$ cat config.mk
export PLATFORM = sky130hd
export DESIGN_NAME = order_preserving_key_encoder_flat
export DESIGN_NICKNAME = d
export VERILOG_FILES = /design/src/hw/rtl/ope_pkg.sv /design/src/hw/rtl/ope_if.sv /design/src/hw/rtl/order_preserving_key_encoder.sv /design/src/hw/rtl/ope_front.sv /design/src/hw/rtl/ope_queue.sv /design/src/hw/rtl/ope_back.sv /design/src/flat_wrapper.sv
export VERILOG_INCLUDE_DIRS = /design/src /design/src/hw/rtl
export SDC_FILE = /design/constraint.sdc
export NUM_CORES = 1
export LEC_CHECK = 0
export BUFFER_PORTS_ARGS = -buffer_cell sky130_fd_sc_hd__buf_4
export CORE_MARGIN = 2
export CORE_UTILIZATION = 61
export CTS_BUF_LIST = sky130_fd_sc_hd__clkbuf_8
export DETAILED_ROUTE_END_ITERATION = 10
export PLACE_DENSITY = 0.83
export REMOVE_ABC_BUFFERS = 1
export SYNTH_ARGS = -nofsm -noshare
export SYNTH_HDL_FRONTEND = slang
export SYNTH_SLANG_ARGS = --single-unit
export TNS_END_PERCENT = 10
$ cat constraint.sdc
create_clock -name i_clk -period 5.1 [get_ports i_clk]
set_input_delay 0.255 -clock i_clk [delete_from_list [all_inputs] [get_ports i_clk]]
set_output_delay 0.255 -clock i_clk [all_outputs]
set_load 0.02 [all_outputs]
$ cat src/hw/rtl/assert_macros.svh
// Assertion macros used by the encoder back end.
`ifndef ASSERT_MACROS_SVH
`define ASSERT_MACROS_SVH
`ifndef SYNTHESIS
// Condition holds at every edge out of reset.
`define OPE_ASSERT(label, clk, rst_n, cond) \
    label: assert property (@(posedge clk) disable iff (!rst_n) (cond)) \
        else $error("encoder assertion failed");
// Antecedent implies consequent in the same cycle.
`define OPE_ASSERT_IMP(label, clk, rst_n, ante, cons) \
    label: assert property (@(posedge clk) disable iff (!rst_n) (ante) |-> (cons)) \
        else $error("encoder implication failed");
// Antecedent implies consequent in the next cycle.
`define OPE_ASSERT_NXT(label, clk, rst_n, ante, cons) \
    label: assert property (@(posedge clk) disable iff (!rst_n) (ante) |=> (cons)) \
        else $error("encoder sequence failed");
`else
`define OPE_ASSERT(label, clk, rst_n, cond)
`define OPE_ASSERT_IMP(label, clk, rst_n, ante, cons)
`define OPE_ASSERT_NXT(label, clk, rst_n, ante, cons)
`endif
`endif

$ cat src/hw/rtl/ope_pkg.sv
// Types and constants of the order-preserving key encoder.
`default_nettype none
package ope_pkg;

    // Request codes
    localparam logic [2:0] REQ_STR_BYTE  = 3'd0;
    localparam logic [2:0] REQ_STR_EMPTY = 3'd1;
    localparam logic [2:0] REQ_U32       = 3'd2;
    localparam logic [2:0] REQ_U64       = 3'd3;
    localparam logic [2:0] REQ_NULL_FST  = 3'd4;
    localparam logic [2:0] REQ_NULL_LST  = 3'd5;

    // Configuration register indexes
    localparam logic [2:0] CFG_TAG_STRING    = 3'd0;
    localparam logic [2:0] CFG_TAG_U32       = 3'd1;
    localparam logic [2:0] CFG_TAG_U64       = 3'd2;
    localparam logic [2:0] CFG_TAG_NULL_FST  = 3'd3;
    localparam logic [2:0] CFG_TAG_NULL_LST  = 3'd4;

    // Reset tags
    localparam logic [7:0] RST_TAG_STRING   = 8'd1;
    localparam logic [7:0] RST_TAG_U32      = 8'd2;
    localparam logic [7:0] RST_TAG_U64      = 8'd3;
    localparam logic [7:0] RST_TAG_NULL_FST = 8'd0;
    localparam logic [7:0] RST_TAG_NULL_LST = 8'd6;

    // Encoding bytes
    localparam logic [7:0] KEY_ESCAPE       = 8'h00;
    localparam logic [7:0] KEY_TERM         = 8'h01;
    localparam logic [7:0] KEY_ESCAPED_NULL = 8'hFF;

    localparam int CFG_IDX_W  = 3;
    localparam int CFG_DATA_W = 8;

    // One classified item, as queued between front and back
    typedef struct packed {
        logic        has_tag;
        logic [7:0]  tag;
        logic        has_data;
        logic [2:0]  last_idx;  // index of the most significant data byte
        logic [63:0] data;
        logic        esc;       // data byte is zero and needs the escape byte
        logic        term;      // terminator follows
    } t_desc;

endpackage
`default_nettype wire

$ cat src/hw/rtl/ope_if.sv
// Stream interfaces of the encoder: request channel and byte channel.
`default_nettype none
interface ope_in_if;
    logic        valid;
    logic        ready;
    logic [2:0]  req_type;
    logic [63:0] payload;
    logic        first_byte;
    logic        last_byte;

    modport source (output valid, req_type, payload, first_byte, last_byte, input ready);
    modport sink   (input valid, req_type, payload, first_byte, last_byte, output ready);
endinterface

interface ope_out_if;
    logic       valid;
    logic       ready;
    logic [7:0] out_byte;
    logic       end_of_run;

    modport source (output valid, out_byte, end_of_run, input ready);
    modport sink   (input valid, out_byte, end_of_run, output ready);
endinterface
`default_nettype wire

$ cat src/hw/rtl/order_preserving_key_encoder.sv
// Order-preserving key encoder top level: front end, descriptor queue, serialiser.
// The block emits one encoded byte per clock while the sink takes them. An item
// yields one or two bytes for a string byte (two to five with the tag or
// terminator), three for an empty string or null marker, seven for a 32-bit
// value and eleven for a 64-bit value. The byte serialiser in the back end sets
// this rate; the front end keeps accepting requests into a QUEUE_DEPTH-entry
// descriptor queue, while it has room, as the serialiser works, and request
// codes that yield nothing are taken and dropped. Tag registers are written
// through the configuration port at indexes 0 to 4 and should only change
// while the block is idle.
`default_nettype none
module order_preserving_key_encoder #(
    parameter int QUEUE_DEPTH = 2
) (
    input  wire logic                           i_clk,
    input  wire logic                           i_rst_n,
    input  wire logic                           i_cfg_we,
    input  wire logic [ope_pkg::CFG_IDX_W-1:0]  i_cfg_idx,
    input  wire logic [ope_pkg::CFG_DATA_W-1:0] i_cfg_data,
    ope_in_if.sink                              i_in,
    ope_out_if.source                           o_out
);

    logic           w_push;
    logic           w_pop;
    logic           w_full;
    logic           w_empty;
    ope_pkg::t_desc w_desc;
    ope_pkg::t_desc w_head;

    // Classify requests
    ope_front u_front (
        .i_clk      (i_clk),
        .i_rst_n    (i_rst_n),
        .i_cfg_we   (i_cfg_we),
        .i_cfg_idx  (i_cfg_idx),
        .i_cfg_data (i_cfg_data),
        .i_in       (i_in),
        .i_q_full   (w_full),
        .o_push     (w_push),
        .o_desc     (w_desc)
    );

    // Decouple front and back
    ope_queue #(
        .DEPTH (QUEUE_DEPTH)
    ) u_queue (
        .i_clk   (i_clk),
        .i_rst_n (i_rst_n),
        .i_push  (w_push),
        .i_desc  (w_desc),
        .i_pop   (w_pop),
        .o_full  (w_full),
        .o_empty (w_empty),
        .o_head  (w_head)
    );

    // Serialise bytes
    ope_back u_back (
        .i_clk   (i_clk),
        .i_rst_n (i_rst_n),
        .i_empty (w_empty),
        .i_head  (w_head),
        .o_pop   (w_pop),
        .o_out   (o_out)
    );

endmodule
`default_nettype wire

$ cat src/hw/rtl/ope_front.sv
// Front end: tag registers and classification of requests into descriptors.
`default_nettype none
module ope_front (
    input  wire logic                          i_clk,
    input  wire logic                          i_rst_n,
    input  wire logic                          i_cfg_we,
    input  wire logic [ope_pkg::CFG_IDX_W-1:0] i_cfg_idx,
    input  wire logic [ope_pkg::CFG_DATA_W-1:0] i_cfg_data,
    ope_in_if.sink                             i_in,
    input  wire logic                          i_q_full,
    output      logic                          o_push,
    output      ope_pkg::t_desc                o_desc
);

    logic [7:0] r_tag_string;
    logic [7:0] r_tag_u32;
    logic [7:0] r_tag_u64;
    logic [7:0] r_tag_null_fst;
    logic [7:0] r_tag_null_lst;
    logic       n_known;

    // Write tag registers; unknown indexes drop
    always_ff @(posedge i_clk) begin
        if (!i_rst_n) begin
            r_tag_string   <= ope_pkg::RST_TAG_STRING;
            r_tag_u32      <= ope_pkg::RST_TAG_U32;
            r_tag_u64      <= ope_pkg::RST_TAG_U64;
            r_tag_null_fst <= ope_pkg::RST_TAG_NULL_FST;
            r_tag_null_lst <= ope_pkg::RST_TAG_NULL_LST;
        end else if (i_cfg_we) begin
            unique case (i_cfg_idx)
                ope_pkg::CFG_TAG_STRING:   r_tag_string   <= i_cfg_data;
                ope_pkg::CFG_TAG_U32:      r_tag_u32      <= i_cfg_data;
                ope_pkg::CFG_TAG_U64:      r_tag_u64      <= i_cfg_data;
                ope_pkg::CFG_TAG_NULL_FST: r_tag_null_fst <= i_cfg_data;
                ope_pkg::CFG_TAG_NULL_LST: r_tag_null_lst <= i_cfg_data;
                default: ;
            endcase
        end
    end

    // Classify the request beat
    always_comb begin
        o_desc          = '0;
        o_desc.has_tag  = 1'b1;
        o_desc.term     = 1'b1;
        n_known         = 1'b1;
        unique case (i_in.req_type)
            ope_pkg::REQ_STR_BYTE: begin
                o_desc.has_tag  = i_in.first_byte;
                o_desc.tag      = r_tag_string;
                o_desc.has_data = 1'b1;
                o_desc.last_idx = 3'd0;
                o_desc.data     = {56'd0, i_in.payload[7:0]};
                o_desc.esc      = (i_in.payload[7:0] == ope_pkg::KEY_ESCAPE);
                o_desc.term     = i_in.last_byte;
            end
            ope_pkg::REQ_STR_EMPTY: o_desc.tag = r_tag_string;
            ope_pkg::REQ_U32: begin
                o_desc.tag      = r_tag_u32;
                o_desc.has_data = 1'b1;
                o_desc.last_idx = 3'd3;
                o_desc.data     = {32'd0, i_in.payload[31:0]};
            end
            ope_pkg::REQ_U64: begin
                o_desc.tag      = r_tag_u64;
                o_desc.has_data = 1'b1;
                o_desc.last_idx = 3'd7;
                o_desc.data     = i_in.payload;
            end
            ope_pkg::REQ_NULL_FST: o_desc.tag = r_tag_null_fst;
            ope_pkg::REQ_NULL_LST: o_desc.tag = r_tag_null_lst;
            default: n_known = 1'b0;
        endcase
    end

    // Accept while the queue has room; drop codes that yield nothing
    assign i_in.ready = !i_q_full;
    assign o_push     = i_in.valid && !i_q_full && n_known;

endmodule
`default_nettype wire

$ cat src/hw/rtl/ope_queue.sv
// Descriptor queue between front and back.
`default_nettype none
module ope_queue #(
    parameter int DEPTH = 2
) (
    input  wire logic           i_clk,
    input  wire logic           i_rst_n,
    input  wire logic           i_push,
    input  wire ope_pkg::t_desc i_desc,
    input  wire logic           i_pop,
    output      logic           o_full,
    output      logic           o_empty,
    output      ope_pkg::t_desc o_head
);

    localparam int PTR_W = (DEPTH > 1) ? $clog2(DEPTH) : 1;
    localparam int CNT_W = $clog2(DEPTH + 1);
    localparam logic [PTR_W-1:0] PTR_LAST = PTR_W'(DEPTH - 1);
    localparam logic [CNT_W-1:0] CNT_FULL = CNT_W'(DEPTH);

    ope_pkg::t_desc   r_mem [DEPTH];
    logic [PTR_W-1:0] r_wr_ptr;
    logic [PTR_W-1:0] r_rd_ptr;
    logic [CNT_W-1:0] r_count;

    assign o_full  = (r_count == CNT_FULL);
    assign o_empty = (r_count == '0);
    assign o_head  = r_mem[r_rd_ptr];

    // Store the pushed descriptor
    always_ff @(posedge i_clk) begin
        if (i_push) begin
            r_mem[r_wr_ptr] <= i_desc;
        end
    end

    // Advance pointers and occupancy
    always_ff @(posedge i_clk) begin
        if (!i_rst_n) begin
            r_wr_ptr <= '0;
            r_rd_ptr <= '0;
            r_count  <= '0;
        end else begin
            if (i_push) begin
                r_wr_ptr <= (r_wr_ptr == PTR_LAST) ? '0 : r_wr_ptr + 1'b1;
            end
            if (i_pop) begin
                r_rd_ptr <= (r_rd_ptr == PTR_LAST) ? '0 : r_rd_ptr + 1'b1;
            end
            if (i_push && !i_pop) begin
                r_count <= r_count + 1'b1;
            end else if (!i_push && i_pop) begin
                r_count <= r_count - 1'b1;
            end
        end
    end

endmodule
`default_nettype wire

$ cat src/hw/rtl/ope_back.sv
// Back end: serialises one queued descriptor into output bytes.
`default_nettype none
`include "assert_macros.svh"
module ope_back (
    input  wire logic           i_clk,
    input  wire logic           i_rst_n,
    input  wire logic           i_empty,
    input  wire ope_pkg::t_desc i_head,
    output      logic           o_pop,
    ope_out_if.source           o_out
);

    localparam logic [2:0] P_TAG   = 3'd0;
    localparam logic [2:0] P_DATA  = 3'd1;
    localparam logic [2:0] P_ESC   = 3'd2;
    localparam logic [2:0] P_TERM0 = 3'd3;
    localparam logic [2:0] P_TERM1 = 3'd4;

    logic       r_mid;
    logic [2:0] r_phase;
    logic [2:0] r_cnt;
    logic       r_out_valid;
    logic [7:0] r_out_byte;
    logic       r_out_eor;

    logic [2:0] n_cur_phase;
    logic [2:0] n_cur_cnt;
    logic [2:0] n_phase;
    logic [2:0] n_cnt;
    logic [7:0] n_byte;
    logic       n_done;
    logic       n_adv;
    logic       n_term_start;

    // Resume a run or start from the head descriptor
    assign n_cur_phase = r_mid ? r_phase : (i_head.has_tag ? P_TAG : P_DATA);
    assign n_cur_cnt   = r_mid ? r_cnt : i_head.last_idx;

    // Pick the byte and the step that follows it
    always_comb begin
        n_byte  = ope_pkg::KEY_ESCAPE;
        n_phase = P_TERM0;
        n_cnt   = n_cur_cnt;
        n_done  = 1'b0;
        unique case (n_cur_phase)
            P_TAG: begin
                n_byte = i_head.tag;
                if (i_head.has_data) begin
                    n_phase = P_DATA;
                end else begin
                    n_done = !i_head.term;
                end
            end
            P_DATA: begin
                n_byte = i_head.data[{n_cur_cnt, 3'b000} +: 8];
                if (n_cur_cnt != 3'd0) begin
                    n_phase = P_DATA;
                    n_cnt   = n_cur_cnt - 3'd1;
                end else if (i_head.esc) begin
                    n_phase = P_ESC;
                end else begin
                    n_done = !i_head.term;
                end
            end
            P_ESC: begin
                n_byte = ope_pkg::KEY_ESCAPED_NULL;
                n_done = !i_head.term;
            end
            P_TERM0: begin
                n_byte  = ope_pkg::KEY_ESCAPE;
                n_phase = P_TERM1;
            end
            P_TERM1: begin
                n_byte = ope_pkg::KEY_TERM;
                n_done = 1'b1;
            end
            default: n_done = 1'b1;
        endcase
    end

    // Produce a byte whenever the queue holds a descriptor and the output register frees up
    assign n_adv = !i_empty && (!r_out_valid || o_out.ready);
    assign o_pop = n_adv && n_done;

    // Mark the first terminator byte leaving the serialiser
    assign n_term_start = n_adv && (n_cur_phase == P_TERM0);

    always_ff @(posedge i_clk) begin
        if (!i_rst_n) begin
            r_mid       <= 1'b0;
            r_phase     <= P_TAG;
            r_cnt       <= '0;
            r_out_valid <= 1'b0;
        end else if (n_adv) begin
            r_out_valid <= 1'b1;
            r_mid       <= !n_done;
            r_phase     <= n_phase;
            r_cnt       <= n_cnt;
        end else if (o_out.ready) begin
            r_out_valid <= 1'b0;
        end
    end

    // Output payload holds while stalled
    always_ff @(posedge i_clk) begin
        if (n_adv) begin
            r_out_byte <= n_byte;
            r_out_eor  <= n_done;
        end
    end

    assign o_out.valid      = r_out_valid;
    assign o_out.out_byte   = r_out_byte;
    assign o_out.end_of_run = r_out_eor;

    `OPE_ASSERT_IMP(a_mid_has_head, i_clk, i_rst_n, r_mid, !i_empty)
    `OPE_ASSERT_NXT(a_pop_marks_end, i_clk, i_rst_n, o_pop, r_out_valid && r_out_eor)
    `OPE_ASSERT_NXT(a_term_pair, i_clk, i_rst_n, n_term_start, r_mid && r_phase == P_TERM1)

endmodule
`default_nettype wire
$ cat src/flat_wrapper.sv
// flat-port wrapper written by rule: the top's interface ports become plain ports
module order_preserving_key_encoder_flat 
#(
    parameter int QUEUE_DEPTH = 2
)
  (i_clk, i_rst_n, i_cfg_we, i_cfg_idx, i_cfg_data, i_in_valid, i_in_req_type, i_in_payload, i_in_first_byte, i_in_last_byte, i_in_ready, o_out_valid, o_out_out_byte, o_out_end_of_run, o_out_ready);
  ope_in_if i_in_i ();
  ope_out_if o_out_i ();
  input  wire logic i_clk;
  input  wire logic i_rst_n;
  input  wire logic i_cfg_we;
  input  wire logic [ope_pkg::CFG_IDX_W-1:0] i_cfg_idx;
  input  wire logic [ope_pkg::CFG_DATA_W-1:0] i_cfg_data;
  input wire logic [$bits(i_in_i.valid)-1:0] i_in_valid;
  input wire logic [$bits(i_in_i.req_type)-1:0] i_in_req_type;
  input wire logic [$bits(i_in_i.payload)-1:0] i_in_payload;
  input wire logic [$bits(i_in_i.first_byte)-1:0] i_in_first_byte;
  input wire logic [$bits(i_in_i.last_byte)-1:0] i_in_last_byte;
  output wire logic [$bits(i_in_i.ready)-1:0] i_in_ready;
  output wire logic [$bits(o_out_i.valid)-1:0] o_out_valid;
  output wire logic [$bits(o_out_i.out_byte)-1:0] o_out_out_byte;
  output wire logic [$bits(o_out_i.end_of_run)-1:0] o_out_end_of_run;
  input wire logic [$bits(o_out_i.ready)-1:0] o_out_ready;
  assign i_in_i.valid = i_in_valid;
  assign i_in_i.req_type = i_in_req_type;
  assign i_in_i.payload = i_in_payload;
  assign i_in_i.first_byte = i_in_first_byte;
  assign i_in_i.last_byte = i_in_last_byte;
  assign i_in_ready = i_in_i.ready;
  assign o_out_valid = o_out_i.valid;
  assign o_out_out_byte = o_out_i.out_byte;
  assign o_out_end_of_run = o_out_i.end_of_run;
  assign o_out_i.ready = o_out_ready;
  order_preserving_key_encoder #(.QUEUE_DEPTH(QUEUE_DEPTH)) u_core (.i_clk(i_clk), .i_rst_n(i_rst_n), .i_cfg_we(i_cfg_we), .i_cfg_idx(i_cfg_idx), .i_cfg_data(i_cfg_data), .i_in(i_in_i), .o_out(o_out_i));
endmodule
After elaboration in Yosys (flattened, before gate mapping):

Memories as Yosys holds them, arrays and structs flattened. A register that Yosys moved wholly into a read port is not among the register bits.
Cells that the tools add are included.

* output and inout bits: 11
* register bits: 61
* memories: 1
* input port bits: 85
* memory bits (writable): 158

Memory list
* u_core.u_queue.r_mem: words 2, width 79, rd ports 1, clocked after Yosys merged registers in 1, write ports 1, RTL line ope_queue.sv:21 `ope_pkg::t_desc r_mem [DEPTH];`

* reduce and logical (&&, ||, !) cells: 29
* multiplexer cells: 29
* add/sub/neg operators: 5
* equality and inequality tests: 14
* shift-type cells: 1

Operators by type and width (number)
* one-hot mux 68 bit (3 select lines): 1
* indexed part select 64 x 7 -> 8 bit: 1
* one-hot mux 8 bit (5 select lines): 1
* one-hot mux 8 bit (4 select lines): 1
* equality test 3 x 2 -> 1 bit, second input constant: 6
* two-way mux 1 bit: 15
* equality test 3 bit, second input constant: 4
* two-way mux 3 bit: 4
* two-way mux 2 bit: 5
* AND reduction 2 bit: 5
* equality test 3 x 1 -> 1 bit, second input constant: 3
* logical NOT 3 bit: 3
* one-hot mux 3 bit (3 select lines): 1
* logical NOT 8 bit: 1
* logical NOT 1 bit: 7
* logical AND 1 bit: 6
* OR reduction 6 bit: 1
* one-hot mux 1 bit (4 select lines): 1
* nonzero test 2 bit: 2
* nonzero test 3 bit: 1
* subtractor 3 x 1 -> 3 bit, second input constant: 1
* adder 1 bit, second input constant: 2
* adder 2 x 1 -> 2 bit, second input constant: 1
* equality test 2 bit, second input constant: 1
* other kinds (4): 4

Logic depth before layout (Yosys ltp):

Gate-level depths: netlist (run 1).

* depth after elaboration: 8
* gate-level depth with buffers: 13
* depth with buffers taken out: 11

By module:

A second synthesis (run 1) with hierarchy kept.

* cell total of the unflattened synthesis: 743
* area total of the unflattened synthesis: 9800.6 µm²

Modules (own cells, without submodules)
* ope_queue: times used 1, cells an instance 268, area each 5952.0 µm², seq. area each 4844.6 µm²
* ope_front: times used 1, cells an instance 287, area each 2361.0 µm², seq. area each 800.8 µm²
* ope_back: times used 1, cells an instance 188, area each 1487.7 µm², seq. area each 430.4 µm²

Worst setup path before layout (run 1):

Ideal clock, no wire load.

* kind: register to register
* start: register u_core.u_queue.r_count[0]
* end: memory u_core.u_queue.r_mem[0][0] (netlist name) (enable)
* stages on the path, launching flop included: 4
* library setup time: 0.524 ns
* buffers on the path: 0
* slack: 0.214 ns
* arrival: 4.362 ns
* clock period less this slack: 4.886 ns
* data required time: 4.576 ns
* cells stage by stage: dfxtp_1 nand2b_1 and3_1 nor2b_1

* longest elaborated chain between the ends: 6

RTL lines
* start, declared: RTL line ope_queue.sv:24 `logic [CNT_W-1:0] r_count;`
* start signal, assigned: RTL line ope_queue.sv:51 `r_count <= r_count + 1'b1;`
* start signal, assigned: RTL line ope_queue.sv:53 `r_count <= r_count - 1'b1;`
* equality test 2 bit: RTL line ope_queue.sv:26 `assign o_full = (r_count == CNT_FULL);`
* logical NOT 1 bit
* via i_in_ready: RTL line flat_wrapper.sv:19 `output wire logic [$bits(i_in_i.ready)-1:0] i_in_ready;`
* logical AND 1 bit (2 in series): RTL line ope_front.sv:79 `assign o_push = i_in.valid && !i_q_full && n_known;`
* via u_core.u_front.o_push: RTL line ope_front.sv:11 `output logic o_push,`
* two-way mux 1 bit: RTL line ope_queue.sv:32 `if (i_push) begin`
* two-way mux 1 bit (not written as such): RTL line ope_queue.sv:33 `r_mem[r_wr_ptr] <= i_desc;`
* end, declared: RTL line ope_queue.sv:21

The timed path passes the listed nets, and every way through them passes these cells.

Final worst setup path (run 1):

* start: register u_core.u_back.r_mid
* end: register u_core.u_queue.r_count[1]

* longest elaborated chain between the ends: 8
* elaborated cells on any way between the ends: 15
* classes of those cells: 3 x eq/ne; 5 x mux; 7 x reduce/logical

RTL lines
* start, declared: RTL line ope_back.sv:19 `logic r_mid;`
* start signal, assigned: RTL line ope_back.sv:96 `r_mid <= !n_done;`
* two-way mux 3 bit: RTL line ope_back.sv:37 `assign n_cur_cnt = r_mid ? r_cnt : i_head.last_idx;`
* nonzero test 3 bit: RTL line ope_back.sv:56 `if (n_cur_cnt != 3'd0) begin`
* two-way mux 1 bit: RTL line ope_back.sv:56
* one-hot mux 1 bit (4 select lines) *: RTL line ope_back.sv:45 `unique case (n_cur_phase)`
* logical AND 1 bit *: RTL line ope_back.sv:83 `assign o_pop = n_adv && n_done;`
* logical NOT 1 bit: RTL line ope_queue.sv:50 `if (i_push && !i_pop) begin`
* logical AND 1 bit: RTL line ope_queue.sv:50
* two-way mux 2 bit or nonzero test 2 bit (tied branches)

Every way passes the cells marked *; elsewhere a longest branch is shown, timed or not.
A chain may end at the register's enable or synchronous reset.

==> impl_metrics.csv, run 1 <==
group,metric,value,unit
status,outcome,"complete, no violations",
floorplan,initial_core_util,0.616,
synth,ys_seq_elements,218,
floorplan,die_area,0.0162,mm2
global_routing,antenna_found_initial,0,
synth,synth_common_cells,"187 x nand2_1, 165 x edfxtp_1, 53 x dfxtp_1, 48 x mux2i_1, 41 x a21oi_1",
sta,setup_violations,0,
synth,syn_area,0.00926,mm2
synth,synth-xor-area-share,0.00473,
worst_setup_path,slowest_stage,"dfxtp_1",
worst_setup_path,crit_chain,"inv_2 > mux2i_4 > ha_1 > o211ai_1 > o31ai_1 > o21ai_1 > ha_1 > or3_1 > a21oi_1",
synth,yosys.area_share.simple,0.176,
synth,synth_fa_ha_area_frac,0.00405,
drt,postRouteAntennaNets,0,
sta,fmax,0.297,GHz
sta,clock_skew,0.0238,ns
worst_setup_path,cpPeakStageDelay,0.78,ns
synth,yosys.area.top_type,"edfxtp_1",
cts,cts.sinks,218,
cts,cts_buffer_depth,3,
synth,synth_ff_type,"edfxtp_1",
power,clockPowerShare,0.306,
sta,rsz0062_at_grt,"false",
drt,drtPass1Iterations,7,
drt,drc,0,
synth,synth_top_family_by_area,"simple AND/OR/NAND/NOR gates",
cts,hold_buffers,8,
sta,timing.final.crit_share,0.659,
synth,synth_cell_type_count,52,
drt,wl_per_cell,18.9,um
layout,utilization,0.720,
drt,drt-total-wl,21.1,mm
synth,synth_most_common_cell,"nand2_1",
synth,yosysWarnings,0,
cts,htreeDepth,2,
cts,cts_buffers,37,
power,pwr-share-seq,0.489,
worst_setup_path,cp.required,5.54,ns
synth,synth-edff-count,165,
placed_design,placedCellCount,1044,
cts,clk_pin_slew_worst_paths,0.06,ns
floorplan,rows,45,
power,power,4490,uW
synth,synthTopCellsByArea,"edfxtp_1 54%, dfxtp_1 11%, nand2_1 7.6%, mux2i_1 5.2%, and3_1 2.4%",
sta,finalCriticalPeriod,3.36,ns
worst_hold_path,hold_path_class,"in2reg",
placed_design,hpwl,13.3,mm
floorplan,die_y,127,um
sta,worst_slew_pin_slew,1.13,ns
layout,drive_above_1_share,0.175,
placed_design,place_congestion,0.876,
synth,synth-compound-area-share,0.0808,
synth,ys_async_sr_fraction,0,
worst_setup_path,end_kind,"flip-flop",
layout,num_antenna_cells,0,
synth,synth.avg_cell_area,11.6,um2
worst_setup_path,arrival,3.80,ns
drt,route.vias.total,6824,
global_routing,grt_pass1_vias,6849,
floorplan,io_pins,96,
worst_setup_path,path_common_cell,"ha_1",
global_routing,grt_overflow,0,
layout,finalNonFillerCells,1117,
power,ir_drop,241,uV
drt,via_per_inst,6.11,
layout,syn_to_final_growth,16.8,%
cts,clk_latency,0.53,ns
synth,synthCells,799,
sta,fin_setup_tns,0,ns
drt,drt_iter0_markers,659,
cts,post_cts_buffers,0,
global_routing,grt_max_degree,79,
global_routing,grt.total_usage,0.263,
power,comb_power_share,0.205,
cts,post_cts_resized,0,
sta,slew_headroom,0.247,
sta,hold_viol_final,0,
worst_setup_path,path_max_fanout,22,
layout,fin_nets,991,
worst_setup_path,critPathLaunchType,"flip-flop",
floorplan,coreArea,0.0150,mm2
power,leakage,0.00412,uW
power,netSwitchingPower,1340,uW
worst_setup_path,worst-setup-path-type,"reg2reg",
synth,synth-seq-area-share,0.650,
floorplan,die_w,127,um
synth,synthMuxAreaShare,0.0596,
power,p_sw_frac,0.299,
placed_design,portBuffers,95,
cts,cts_tree,"built",
sta,drv_slew,0,
flow_run,drv_cap,0,
cts,root_buffer,"clkbuf_8",
global_routing,grt_pass1_wl,33.5,mm
synth,netlist.area_leader.share,0.535,
power,p_int,3150,uW
power,p_per_area,415,mW/mm2
-- cell type report --
class	instances	area, um2
clock buffers	39	537
clock inverters	26	114
fillers	994	4220
inverters	6	22.5
multi-input cells	528	3030
flip-flops and latches	218	6020
well taps	188	235
repair buffers	112	861
-- registers in the layout, summed over array words and instances (netlist names), named ones only --
name                            flops
u_core.u_queue.r_mem              156
u_core.u_back.o_out.out_byte        8
u_core.u_front.r_tag_null_fst       8
u_core.u_front.r_tag_null_lst       8
u_core.u_front.r_tag_string         8
u_core.u_front.r_tag_u32            8
u_core.u_front.r_tag_u64            8
u_core.u_back.r_cnt                 3
u_core.u_back.r_phase               3
u_core.u_queue.r_count              2
u_core.u_back.o_out.end_of_run      1
u_core.u_back.o_out.valid           1
u_core.u_back.r_mid                 1
u_core.u_queue.r_rd_ptr             1
u_core.u_queue.r_wr_ptr             1
-- worst paths after layout --
check | start | to | slack (ns) | cells after the start
setup / recovery | u_core.u_back.r_mid | u_core.u_queue.r_count[1] | 1.74 | 9
hold / removal | i_cfg_data[5] | u_core.u_front.r_tag_u32[5] | 0.01 | 3
setup reg to reg | u_core.u_back.r_mid | u_core.u_queue.r_count[1] | 1.74 | 9
hold reg to reg | u_core.u_front.r_tag_string[3] | u_core.u_front.r_tag_string[3] | 0.45 | 2
-- worst max-delay path: cells and delay by family, from the launching register on --
kind                     cells  cell delay (ns)
AO/OA/AOI/OAI                4             0.80
flip-flops                   1             0.78
adder cells (fa/ha/maj)      2             0.68
multiplexers                 1             0.47
AND/OR/NAND/NOR              1             0.37
buffers and inverters        1             0.18
-- power by group through the flow --
stage                     sequential, uW  combinational (uW)  clock [uW]
after CTS                           2190                 914        1390
final                               2200                 919        1380
after global placement              2220                 868           0
after detailed placement            2230                 903           0
after global routing                2210                1000        1470
after floorplan                     2250                 552           0
-- layer usage --
layer	global-route usage	vias up	wire length, um
li1	-	3133	-
met1	0.327	3291	8340
met2	0.451	338	10600
met3	0.0528	62	1590
met4	0.117	0	625
met5	0	-	0
-- stage by stage --
stage | setup WS [ns] | hold slack (ns) | area (um2)
4_1_cts | 1.79 | 0.000397 | 10800
2_1_floorplan | 0.214 | 0.327 | 9050
3_5_place_dp | 1.82 | 0.443 | 10100
6_report | 1.74 | 0.0139 | 10800
3_3_place_gp | 1.87 | 0.438 | 10100
5_1_grt | 1.53 | 0.00667 | 10800
-- kinds of logic (layout without fill, tap and decap cells) --
family / after synthesis / after routing
and+or+nand+nor: 351 / 351
muxes: 53 / 53
AOI/OAI and AO/OA: 116 / 116
adders and majority gates: 3 / 3
DFF: 218 / 218
xor gates and xnor gates: 5 / 5
buffers and inverters: 53 / 183
-- layout by cell type, fill, tap and decap left out, types with 9 or more instances in the layout --
cell	synthesis	layout
o21ai_0	12	12
a32oi_1	15	15
edfxtp_1	165	165
clkbuf_8	0	39
dfxtp_1	53	53
clkinv_1	1	11
a21oi_1	41	40
and2_1	35	34
and3_1	36	36
mux2i_1	48	48
inv_1	3	14
nand3_1	40	40
o22ai_1	10	10
buf_4	3	104
nor2_1	21	20
a31oi_1	9	9
nand2_1	187	187
(Power assumes the default switching activity.)
==> run 2, diff against run 1 <==
- CORE_UTILIZATION: 61 -> 55
- PLACE_DENSITY: 0.83 -> 0.79
- clock period: 5.1 -> 3 ns (I/O delays scaled with it)
==> impl_metrics.csv, run 2 (synthesis gave the netlist of run 1 again) <==
group,metric,value,unit
worst_setup_path,crit_chain,"buf_4 > mux2_2 > o22a_1 > o31ai_1 > o21ai_1 > ha_1 > or3_1 > a21oi_1",
drt,via_per_inst,5.66,
cts,cts.sinks,218,
layout,largest_reg_flops,156,
layout,final_cell_mix,"187 x nand2_1, 165 x edfxtp_1, 108 x buf_4, 74 x dlygate4sd3_1, 53 x dfxtp_1",
worst_hold_path,whs_endpoint,"u_core.u_queue.r_mem[0][35]",
drt,drt_iter0_markers,594,
sta,drv_slew,0,
worst_setup_path,crit_family,"compound AO/OA/AOI/OAI gates",
placed_design,portBuffers,95,
cts,cts_buffer_depth,3,
sta,slew_headroom,0.477,
status,outcome,"complete, no violations",
worst_setup_path,cpPeakStageDelay,0.43,ns
placed_design,hpwl,12.9,mm
power,power,7740,uW
drt,wl_per_cell,18.0,um
worst_setup_path,path_max_fanout,27,
global_routing,met1_usage,0.315,
placed_design,place_ws,0.306,ns
flow_run,drv_cap,0,
layout,drive_above_1_share,0.169,
cts,clk_latency,0.53,ns
global_routing,grt.total_usage,0.246,
floorplan,coreArea,0.0165,mm2
global_routing,grt_overflow,0,
global_routing,grtUsageMet3,0.0358,
worst_setup_path,path_buf_inv,1,
worst_setup_path,worst-setup-path-type,"reg2reg",
sta,setup_violations,0,
worst_setup_path,reg2reg_slack,0.25,ns
worst_setup_path,r2r_end,"u_core.u_queue.r_count[1]",
sta,worst_slew_pin_slew,0.784,ns
cts,clk_pin_slew_worst_paths,0.07,ns
sta,finalCriticalPeriod,2.75,ns
drt,drtPass1Iterations,5,
drt,postRouteAntennaNets,0,
worst_hold_path,hold_path_class,"in2reg",
worst_hold_path,whs_path_depth,2,
floorplan,rows,47,
global_routing,grt_pass1_wl,34.3,mm
sta,clock_skew,0.0202,ns
layout,syn_to_final_growth,25.5,%
power,leakage,0.00446,uW
worst_setup_path,end_kind,"flip-flop",
sta,fmax,0.363,GHz
worst_setup_path,worst-r2r-cell-count,8,
power,p_per_area,666,mW/mm2
cts,htreeDepth,2,
global_routing,grt_pass1_vias,6735,
floorplan,io_pins,96,
floorplan,die_y,134,um
layout,fin_nets,1065,
worst_setup_path,cp.required,3.44,ns
cts,cts_tree,"built",
sta,timing.final.crit_share,0.918,
global_routing,grt_max_degree,79,
layout,num_antenna_cells,0,
floorplan,die_w,134,um
cts,cts_buffers,36,
sta,hold_viol_final,0,
floorplan,initial_core_util,0.560,
layout,layout_commonest_cell,"nand2_1",
worst_setup_path,slowest_stage,"mux2_2",
drt,route.vias.total,6917,
worst_setup_path,critPathLaunchType,"flip-flop",
sta,rsz0062_at_grt,"false",
sta,layout_setup_ws,0.247,ns
cts,post_cts_buffers,0,
layout,finalInstanceArea,0.0116,mm2
global_routing,met2_usage,0.425,
worst_setup_path,arrival,3.19,ns
drt,drt-total-wl,22.1,mm
cts,root_buffer,"clkbuf_8",
global_routing,grt.busiest_layer,"met2",
global_routing,antenna_found_initial,0,
placed_design,place_congestion,0.850,
drt,drc,0,
worst_hold_path,hold_start,"i_in_payload[33]",
layout,max_flop_register,"u_core.u_queue.r_mem",
floorplan,die_area,0.0179,mm2
power,ir_drop,419,uV
placed_design,postPlaceCellArea,0.0103,mm2
[run 2: layout make-up]
class                           instances  area [um2]
Sequential cell                       218        6020
Inverter                                6        22.5
Clock inverter                         25         103
Timing Repair Buffer                  187        1650
Clock buffer                           38         523
Tap cell                              220         275
Multi-Input combinational cell        528        3030
Fill cell                            1150        4910
[run 2: power by group]
part / internal (uW) / switching, uW / total (uW)
logic: 676 / 1040 / 1710
clock network: 1170 / 1150 / 2320
registers: 3580 / 132 / 3710
total: 5430 / 2310 / 7740
[run 2: worst register-to-register path, cell delays in order (launching register included)]
cell	delay [ns]
dfxtp_1	0.36
buf_4	0.36
mux2_2	0.44
o22a_1	0.24
o31ai_1	0.27
o21ai_1	0.14
ha_1	0.35
or3_1	0.37
a21oi_1	0.14
[run 2: stage by stage]
| step | std cells | hold WS (ns) | util | TNS (ns) |
|---|---|---|---|---|
| 2_1_floorplan | 752 | 0.222 | - | -182.10 |
| 6_report | 1222 | 0.0187 | 0.703 | 0 |
| 3_5_place_dp | 1085 | 0.415 | 0.620 | 0 |
| 3_3_place_gp | 1085 | 0.408 | 0.620 | 0 |
| 4_1_cts | 1222 | 0.00523 | 0.703 | 0 |
| 5_1_grt | 1222 | 0.0106 | 0.703 | 0 |
[run 2: metal layers]
layer  up-vias  share of wire
met3        62          0.066
li1       3276              -
met1      3278           0.41
met5         -              0
met2       301           0.50
met4         0          0.026
[run 2: how the worst max path moves through the flow]
| stage | slack [ns] | cells past startpoint | to |
|---|---|---|---|
| after detailed placement | 0.31 | 8 | u_core.u_queue.r_count[1] |
| final | 0.25 | 8 | u_core.u_queue.r_count[1] |
| after floorplan | -1.89 | 3 | u_core.u_queue.r_mem[0][0] |
| after global placement | 0.36 | 8 | u_core.u_queue.r_count[1] |
| after global routing | 0.05 | 10 | u_core.u_queue.r_count[1] |
| after CTS | 0.26 | 10 | u_core.u_queue.r_count[1] |
[run 2: repair_timing]
| action | 4_1_cts | 5_1_grt |
|---|---|---|
| hold endpoints to repair | 170 | 0 |
| gates resized for setup | 0 | 0 |
| hold buffers | 74 | 0 |
